$ cat config.mk
export PLATFORM = sky130hd
export DESIGN_NAME = sgcf_div_pipe
export DESIGN_NICKNAME = d
export VERILOG_FILES = /design/src/hw/rtl/sgcf_div_pipe.sv
export SDC_FILE = /design/constraint.sdc
export NUM_CORES = 2
export LEC_CHECK = 0
export ABC_CLOCK_PERIOD_IN_PS = 4900
export BUFFER_PORTS_ARGS = -buffer_cell sky130_fd_sc_hd__buf_2
export CAP_MARGIN = 20
export CORE_MARGIN = 5
export CORE_UTILIZATION = 50
export CTS_CLUSTER_SIZE = 16
export DETAILED_ROUTE_END_ITERATION = 16
export PLACE_DENSITY = 0.75
export REMOVE_ABC_BUFFERS = 1
export SLEW_MARGIN = 20
export SYNTH_ARGS = -nofsm -noshare
export SYNTH_HDL_FRONTEND = slang
export SYNTH_SLANG_ARGS = --single-unit
export TNS_END_PERCENT = 30
$ cat constraint.sdc
create_clock -name clk -period 4.9 [get_ports clk]
set_input_delay 0.98 -clock clk [delete_from_list [all_inputs] [get_ports clk]]
set_output_delay 0.98 -clock clk [all_outputs]
set_load 0.01 [all_outputs]
$ cat src/hw/rtl/sgcf_div_pipe.sv
// ----------------------------------------------------------------------------
// Pipelined unsigned divider
// Restoring division, one quotient bit per register stage. The numerator must
// be below the divisor times 2^QW so that QW quotient bits are enough.
// ----------------------------------------------------------------------------
`default_nettype none

module sgcf_div_pipe #(
  parameter int NW = 48,
  parameter int DW = 32,
  parameter int QW = 17
) (
  input  logic          clk,
  input  logic          en,
  input  logic [NW-1:0] num_i,
  input  logic [DW-1:0] den_i,
  output logic [QW-1:0] quo_o
);

  logic [NW-1:0] rem_r [QW];
  logic [DW-1:0] den_r [QW];
  logic [QW-1:0] quo_r [QW];

  genvar k;
  for (k = 0; k < QW; k++) begin : g_stage
    logic [NW-1:0] rem_in;
    logic [DW-1:0] den_in;
    logic [QW-1:0] quo_in;
    logic [NW:0]   trial;
    logic [NW:0]   diff;
    logic          ge;

    if (k == 0) begin : g_first
      assign rem_in = num_i;
      assign den_in = den_i;
      assign quo_in = '0;
    end else begin : g_next
      assign rem_in = rem_r[k-1];
      assign den_in = den_r[k-1];
      assign quo_in = quo_r[k-1];
    end

    assign trial = {{(NW + 1 - DW){1'b0}}, den_in} << (QW - 1 - k);
    assign ge    = {1'b0, rem_in} >= trial;
    assign diff  = {1'b0, rem_in} - trial;

    always_ff @(posedge clk) begin
      if (en) begin
        den_r[k] <= den_in;
        quo_r[k] <= {quo_in[QW-2:0], ge};
        rem_r[k] <= ge ? diff[NW-1:0] : rem_in;
      end
    end
  end

  assign quo_o = quo_r[QW-1];

endmodule

`default_nettype wire
==> flow_metrics.tcl <==
set metrics [dict create \
    synth_edf_count 1433 \
    hold_class "reg2reg" \
    final_cells 9803 \
    nFillCells 13400 \
    fp.dieW_um 412 \
    status "completed" \
    async_flop_share 0 \
    io_pins 99 \
    synthCells 7357 \
    setup_viol 0 \
    setup.worst_path.start_class "flop" \
    netlist.top_cell.by_area "edfxtp_1" \
    path_max_fanout 3 \
    die_h_um 412 \
    dr_total_vias 55400 \
    yosysWarnings 0 \
    dpl_cell_area_um2 84300 \
    drt_wl_total_mm 175 \
    gp_congestion 0.960 \
    slew_viol_final 0 \
    powerDensity_nw_per_um2 588 \
    route.met3.wl_mm 5.61 \
    cts.sinks 1433 \
    ys_seq_area_frac 0.532 \
    p_int_w 0.0336 \
    drt-initial-drc-count 4368 \
    hpwl_mm 134 \
    crit_required_ns 5.42 \
    fmax_ghz 0.237 \
    first_pass_iters 7 \
    cts_buffers 158 \
    p_leak_nw 35.7 \
    core-area_um2 161000 \
    min_period_over_period 0.860 \
    cap_violations 0 \
    fin_skew_ns 0.0306 \
    crit_top_cell "o21ai_0" \
    netlist_area_um2 80900 \
    wl_met2_mm 95.2 \
    power.total_w 0.0525 \
    worstSetupEndpointType "flop" \
    min_period_ns 4.22 \
    p_switching_w 0.0189 \
    synth_ff_type "edfxtp_1" \
    grt_pass1_wl_mm 282 \
    max_slew.worst_pin.slew_ns 0.918 \
    wl_per_cell_um 17.9 \
    critPathTopFamily "compound AO/OA/AOI/OAI gates" \
    postRouteAntennaNets 0 \
    place_ws_ns 0.649 \
    synth.avg_cell_area_um2 11.0 \
    post-route-drc-count 0 \
    wl_met1_mm 62.6 \
    cts-root-buf "clkbuf_16" \
    rsz0062_at_grt "false" \
    layout.nets 8160 \
    syn_to_final_growth_pct 10.5 \
    clk_latency_ns 0.78 \
    synth_area_leaders "edfxtp_1, ha_1, a21oi_1" \
    power_frac_seq 0.368 \
    io_buffer_count 98 \
    first_global_vias 56900 \
    synth_cell_types 102 \
    top_layer "met4" \
    htreeDepth 4 \
    clockBufferDepth 3 \
    layout-drive-gt1-share 0.0778 \
    synth_top_area_frac 0.532 \
    antenna_found_initial 0 \
    netlist_top_cells_count "edfxtp_1, inv_1, a21oi_1, nand2_1, ha_1" \
    row_count 147 \
    grt_usage 0.204 \
    yosysMostFrequentCell "edfxtp_1" \
    fin_ws_ns 0.684 \
    die-area_um2 170000 \
    worst-path-buf-inv 2 \
    antenna_cells 0 \
    cts_hold_buf 0 \
    postCtsSetupRepairBufs 0 \
    path_class "reg2reg" \
    slew_headroom 0.383 \
    pwr-share-comb 0.411 \
    clkPwrFrac 0.221 \
    hold_violations 0 \
    irDropWorstVdd_mv 0.354 \
    cpPeakStageDelay_ns 0.55 \
    crit_arrival_ns 4.74 \
    vias_per_cell 5.65 \
    cts_tree "yes" \
    clkTransAtPathRegs_ns 0.06 \
    dp_cells 9518 \
    whs_ns 0.393 \
    ctsResizeCount 0 \
    grt_max_degree 110 \
    path_cells "inv_1 -> ha_1 -> inv_1 -> fa_1 -> a211oi_1 -> o21ai_0 -> a311oi_1 -> o21ai_0 -> a21oi_1 -> o21ai_0 -> a211o_1 -> a21oi_1 -> xnor2_1 -> mux2_2" \
    cp_slowest_cell "a311oi_1" \
    grt-ovfl-total 0 \
    netSwitchingFraction 0.360 \
    initial_core_util 0.503 \
    ys_ff_latch 1433 \
    fin_area_um2 89400 \
]
## routing by layer
layer  track usage  vias to the layer above
li1              -                    27300
met1         0.200                    26100
met2         0.402                     1386
met3        0.0271                      604
met4         0.123                        0
met5             0                        -
## layout by cell type (no fill, tap or decap), types with 81 or more instances in the layout
master / synthesis / layout
nor2b_1: 81 / 81
edfxtp_1: 1433 / 1433
xnor2_1: 288 / 288
ha_1: 544 / 544
buf_4: 2 / 83
clkbuf_16: 0 / 158
nor3_1: 105 / 105
nand3_1: 102 / 102
nand4_1: 98 / 98
buf_2: 23 / 97
xor2_1: 259 / 259
nor2_1: 440 / 439
nand2b_1: 86 / 86
a21o_1: 310 / 310
nand2_1: 596 / 595
inv_1: 676 / 676
o21ai_0: 517 / 517
a21oi_1: 607 / 606
## final cells by class
| type | instances | area (µm²) | area share |
|---|---|---|---|
| Clock buffer | 200 | 4110 | 0.0460 |
| Timing Repair Buffer | 196 | 1430 | 0.0160 |
| Multi-Input combinational cell | 5047 | 34600 | 0.387 |
| Sequential cell | 1433 | 43000 | 0.482 |
| Tap cell | 2160 | 2700 | 0.0302 |
| Clock inverter | 85 | 967 | 0.0108 |
| Inverter | 682 | 2560 | 0.0286 |
## kinds of logic after synthesis
logic type	Yosys count	synth area share
and+or+nand+nor	1844	0.111
muxes	88	0.0126
adders and majority gates	560	0.0881
AOI/OAI and AO/OA	2008	0.155
buffers and inverters	877	0.0416
xor gates and xnor gates	547	0.0593
DFF	1433	0.532
## state kept, by name, summed over array words and instances (netlist names)
name and flops:
quo_r 153, rem_r 768, den_r 512
## metrics by stage
| stage | TNS (ns) | utilization |
|---|---|---|
| 6_report | 0 | 0.556 |
| 5_1_grt | 0 | 0.556 |
| 4_1_cts | 0 | 0.556 |
| 3_5_place_dp | 0 | 0.524 |
| 3_3_place_gp | 0 | 0.524 |
| 2_1_floorplan | -83.67 | - |
## power groups by stage
stage	combinational (W)	clock, W	sequential [W]
after floorplan	0.0163	0	0.0189
after global placement	0.0208	0	0.0195
after detailed placement	0.0213	0	0.0195
after CTS	0.0214	0.0119	0.0193
after global routing	0.0239	0.0124	0.0196
final	0.0216	0.0116	0.0194
## worst paths after layout
path	startpoint	end	slack, ns	depth (start not counted)
worst max-delay path	rem_r[0][297]	rem_r[0][375]	0.68	14
worst min-delay path	quo_r[0][124]	quo_r[0][142]	0.39	0
worst max register to register	rem_r[0][297]	rem_r[0][375]	0.68	14
worst min register to register	quo_r[0][124]	quo_r[0][142]	0.39	0
Note: power is estimated with default switching activity, not from simulation.
