===== src/hw/rtl/sgcf_isqrt_pipe.sv =====
// ----------------------------------------------------------------------------
// Pipelined integer square root
// Digit-by-digit restoring square root, one result bit per register stage.
// The whole pipeline advances when en is high.
// ----------------------------------------------------------------------------
`default_nettype none

module sgcf_isqrt_pipe #(
  parameter int W = 64
) (
  input  logic             clk,
  input  logic             en,
  input  logic [W-1:0]     rad_i,
  output logic [W/2-1:0]   root_o
);

  localparam int H  = W / 2;
  localparam int RW = H + 1;

  logic [W-1:0]  rad_r  [H];
  logic [RW-1:0] rem_r  [H];
  logic [H-1:0]  root_r [H];

  genvar k;
  for (k = 0; k < H; k++) begin : g_stage
    logic [W-1:0]  rad_in;
    logic [RW-1:0] rem_in;
    logic [H-1:0]  root_in;
    logic [RW+1:0] cur;
    logic [RW+1:0] trial;
    logic [RW+1:0] diff;

    if (k == 0) begin : g_first
      assign rad_in  = rad_i;
      assign rem_in  = '0;
      assign root_in = '0;
    end else begin : g_next
      assign rad_in  = rad_r[k-1];
      assign rem_in  = rem_r[k-1];
      assign root_in = root_r[k-1];
    end

    assign cur   = {rem_in, rad_in[W-1:W-2]};
    assign trial = {1'b0, root_in, 2'b01};
    assign diff  = cur - trial;

    always_ff @(posedge clk) begin
      if (en) begin
        rad_r[k] <= rad_in << 2;
        if (cur >= trial) begin
          rem_r[k]  <= diff[RW-1:0];
          root_r[k] <= {root_in[H-2:0], 1'b1};
        end else begin
          rem_r[k]  <= cur[RW-1:0];
          root_r[k] <= {root_in[H-2:0], 1'b0};
        end
      end
    end
  end

  assign root_o = root_r[H-1];

endmodule

`default_nettype wire


===== config.mk =====
export PLATFORM = sky130hd
export DESIGN_NAME = sgcf_isqrt_pipe
export DESIGN_NICKNAME = d
export VERILOG_FILES = /design/src/hw/rtl/sgcf_isqrt_pipe.sv
export SDC_FILE = /design/constraint.sdc
export NUM_CORES = 2
export LEC_CHECK = 0
export BUFFER_PORTS_ARGS = -buffer_cell sky130_fd_sc_hd__buf_2
export CELL_PAD_IN_SITES_DETAIL_PLACEMENT = 0
export CELL_PAD_IN_SITES_GLOBAL_PLACEMENT = 1
export CORE_UTILIZATION = 35
export DETAILED_ROUTE_END_ITERATION = 8
export PLACE_DENSITY = 0.65
export SETUP_SLACK_MARGIN = 0.2
export SLEW_MARGIN = 5
export SYNTH_ARGS = -nofsm -noshare
export SYNTH_HDL_FRONTEND = slang
export SYNTH_MEMORY_MAX_BITS = 65536
export SYNTH_SLANG_ARGS = --single-unit

===== constraint.sdc =====
create_clock -name clk -period 4 [get_ports clk]
set_input_delay 0 -clock clk [delete_from_list [all_inputs] [get_ports clk]]
set_output_delay 0 -clock clk [all_outputs]
set_load 0.05 [all_outputs]

==> qor.json <==
{
  "floorplanning": {
    "floorplan.initialDensity_pct": 35.15,
    "die_height_um": 577.7,
    "floorplan.die_area_um2": 333700,
    "die_width_um": 577.7,
    "core_area_um2": 330000,
    "ioPinCount": 98,
    "floorplan.rows": 211
  },
  "worst_setup_path": {
    "arrival_ns": 4.47,
    "cp-end-kind": "flop",
    "path_class": "reg -> reg",
    "critical-path-slowest-cell": "sky130_fd_sc_hd__or4_4",
    "cp_data_required_time_ns": 4.65,
    "path_common_cell": "sky130_fd_sc_hd__or3_4",
    "critical_path.cell_chain": "or4_4, or3_4, or4_4, or3_4, or4_1, nand4_1, or4b_4, or3_4, xnor2_1",
    "rrSetupSlack_ns": 0.18,
    "critical_path_buf_inv_count": 0,
    "kind_of_cell_adding_the_most_delay_to_the_critical_path": "simple AND/OR/NAND/NOR gates",
    "worstPathMaxFanout": 4,
    "critPathMaxStageDelay_ns": 0.55,
    "timing.critical_path.from_type": "flop"
  },
  "clock_network": {
    "clkSinkCount": 2495,
    "cts-buffers-inserted": 287,
    "tritoncts": "yes",
    "cts_root_buffer": "sky130_fd_sc_hd__clkbuf_16",
    "ctsHtreeMaxLevel": 5,
    "clk_path_buf_depth": 4,
    "clk_pin_slew_ns": 0.06,
    "clk_latency_ns": 0.92
  },
  "placed_design": {
    "detailedPlace.worstSlack_ns": 0.05746,
    "io_buffer_count": 97,
    "dpl.cell_count": 13490,
    "post-dp-hpwl_mm": 177.5,
    "routabilityCongestion": 0.8620,
    "dpl-instance-area_um2": 122900
  },
  "final_layout": {
    "design.final.nets": 10190,
    "mostFrequentLayoutCells": "2494 x sky130_fd_sc_hd__edfxtp_1, 740 x sky130_fd_sc_hd__inv_1, 735 x sky130_fd_sc_hd__nand2_1",
    "regArea_um2": 74910,
    "number_of_standard_cells_in_the_layout_taps_in_and_fillers_out": 14140,
    "multi_input_comb_area_um2": 38000,
    "utilization_after_layout_pct": 40.58,
    "n_fill_cell": 30650,
    "fraction_of_final_layout_cells_with_drive_strength_greater_than_1_pct": 8.709,
    "fin_area_um2": 133900,
    "syn2layout_area_growth_pct": 15.45,
    "layout_commonest_cell": "sky130_fd_sc_hd__edfxtp_1"
  },
  "synth": {
    "synth_seq_cells": 2495,
    "synth_top_cell_by_area": "sky130_fd_sc_hd__edfxtp_1",
    "synthTopCellsByArea": "sky130_fd_sc_hd__edfxtp_1 65%, sky130_fd_sc_hd__ha_1 6.1%, sky130_fd_sc_hd__xnor2_1 3.4%, sky130_fd_sc_hd__xor2_1 2.6%, sky130_fd_sc_hd__o21ai_0 2.5%",
    "post_synth_instance_area_um2": 116000,
    "synth_largest_type_area_fraction_pct": 64.57,
    "synth.distinct_cells": 83,
    "ys_seq_area_share_pct": 64.58,
    "synth_edf_count": 2494,
    "syn-instance-count": 9050,
    "yosysWarningCount": 0,
    "synth-main-ff-cell": "sky130_fd_sc_hd__edfxtp_1",
    "synth_async_sr_flop_share_pct": 0,
    "syn_area_per_cell_um2": 12.82,
    "syn-num-nets": 9678
  },
  "route": {
    "dr.first_iter.drc_count": 4850,
    "ant_nets": 0,
    "vias_per_cell": 4.920,
    "drt_total_wl_mm": 247.7,
    "num_vias": 69570,
    "firstDrtPassIters": 6,
    "route.detailed.drc": 0,
    "avgRoutedWirePerCell_um": 17.52
  },
  "sta": {
    "hold_worst_slack_ns": 0.2388,
    "timing.final.hold_violations": 0,
    "fmax_ghz": 0.2615,
    "maxSlewHeadroom_pct": 26.93,
    "timing.final.setup_violations": 0,
    "report.final.slew_viol_count": 0,
    "finalClockSkew_ns": 0.06636,
    "min_period_ns": 3.824,
    "pin_slew_with_the_least_headroom_to_its_limit_ns": 1.096,
    "final.setup.tns_ns": 0,
    "fin_crit_sh_pct": 95.60,
    "unrepaired_setup_endpoints_after_global_routing": "true",
    "fin_ws_ns": 0.1760
  },
  "global_routing": {
    "grt_use_total_pct": 14.58,
    "antenna_violations_before_repair": 3,
    "grt_pass1_vias": 69160,
    "grt_pass1_wl_mm": 386.8,
    "grt_max_degree": 181,
    "overflow": 0
  },
  "pwr": {
    "leakagePower_nw": 50.09,
    "maximum_vdd_ir_drop_uv": 353.2,
    "total_power_mw": 76.89,
    "p_per_area_nw_per_um2": 574.2
  },
  "status": {
    "run_status": "complete, no violations"
  },
  "job": {
    "drv.max_cap_violation_count": 0
  },
  "min_path": {
    "type_of_the_most_critical_hold_path": "in -> reg"
  }
}
==> worst paths after layout <==
kind | startpoint | endpoint | depth (start not counted)
min | rad_i[63] | rem_r[0][31]$_SDFFCE_PP0P_ | 5
min reg2reg | rad_r[0][786]$_DFFE_PP_ | rad_r[0][850]$_DFFE_PP_ | 0
max | rem_r[0][174]$_DFFE_PP_ | rem_r[0][227]$_DFFE_PP_ | 9
max reg2reg | rem_r[0][174]$_DFFE_PP_ | rem_r[0][227]$_DFFE_PP_ | 9
==> power by group <==
| group | total, mW | switching, mW | internal, mW |
|---|---|---|---|
| Clock | 25.7 | 10.7 | 15.0 |
| Sequential | 35.4 | 2.20 | 33.2 |
| Combinational | 15.8 | 9.10 | 6.71 |
| Total | 76.9 | 22.0 | 54.9 |
==> worst register-to-register path, delay by kind of cell (launching register included) <==
family	cells	cell delay (ns)
flip-flops	1	0.39
XOR/XNOR	1	0.13
AND/OR/NAND/NOR	8	3.06
==> flip-flops by register name, indices dropped and copies added, names as in the netlist <==
register / flops
root_r: 528
rad_r: 992
rem_r: 975
==> final cells by class <==
class                      count  area share [%]
multi-input combinational   5617           28.38
timing repair buffer         418           2.654
sequential                  2495           55.94
clock buffer                 343           5.536
antenna                        3        0.005606
clock inverter               157           1.328
inverter                     742           2.080
tap                         4366           4.079
==> kinds of logic (layout without fill, tap and decap cells) <==
kind of cell / Yosys count / after routing / share of synthesized area [%]
xor+xnor: 804 / 804 / 6.071
buf+inv: 938 / 1660 / 3.040
other cells: 0 / 3 / 0
simple gates: 2428 / 2428 / 10.38
mux: 45 / 45 / 0.4261
compound gates: 1778 / 1778 / 9.438
fa+ha+maj: 562 / 562 / 6.062
flops: 2495 / 2495 / 64.58
==> what timing repair did <==
| item | 4_1_cts | 5_1_grt |
|---|---|---|
| endpoints found under the hold margin | 455 | 0 |
| setup endpoints to repair | 53 | 281 |
| gates resized for setup | 14 | 65 |
| hold buffers | 132 | 0 |
| setup buffers | 2 | 10 |
| pin swaps | 6 | 12 |
==> synthesized netlist by cell type, drive strengths merged, types with 59 or more instances <==
library cell and instances:
nor3 218, nand4 85, xnor2 456, nor4 98, a21o 223, inv 740
edfxtp 2494, a21oi 460, nor2 485, clkbuf 186, or4 59, or3 101
nor2b 66, ha 562, nand2b 129, o21a 106, xor2 348, nand2 737
o21ai 582, nand3 183
==> per-layer routing <==
metal / vias up / GRT usage, % / share of wire (%)
li1: 34350 / - / -
met1: 33600 / 17.99 / 43
met2: 1143 / 26.14 / 50
met3: 478 / 1.725 / 3.2
met4: 0 / 5.259 / 3.4
met5: - / 0 / 0
No activity file was read; power rests on OpenSTA's default activity.
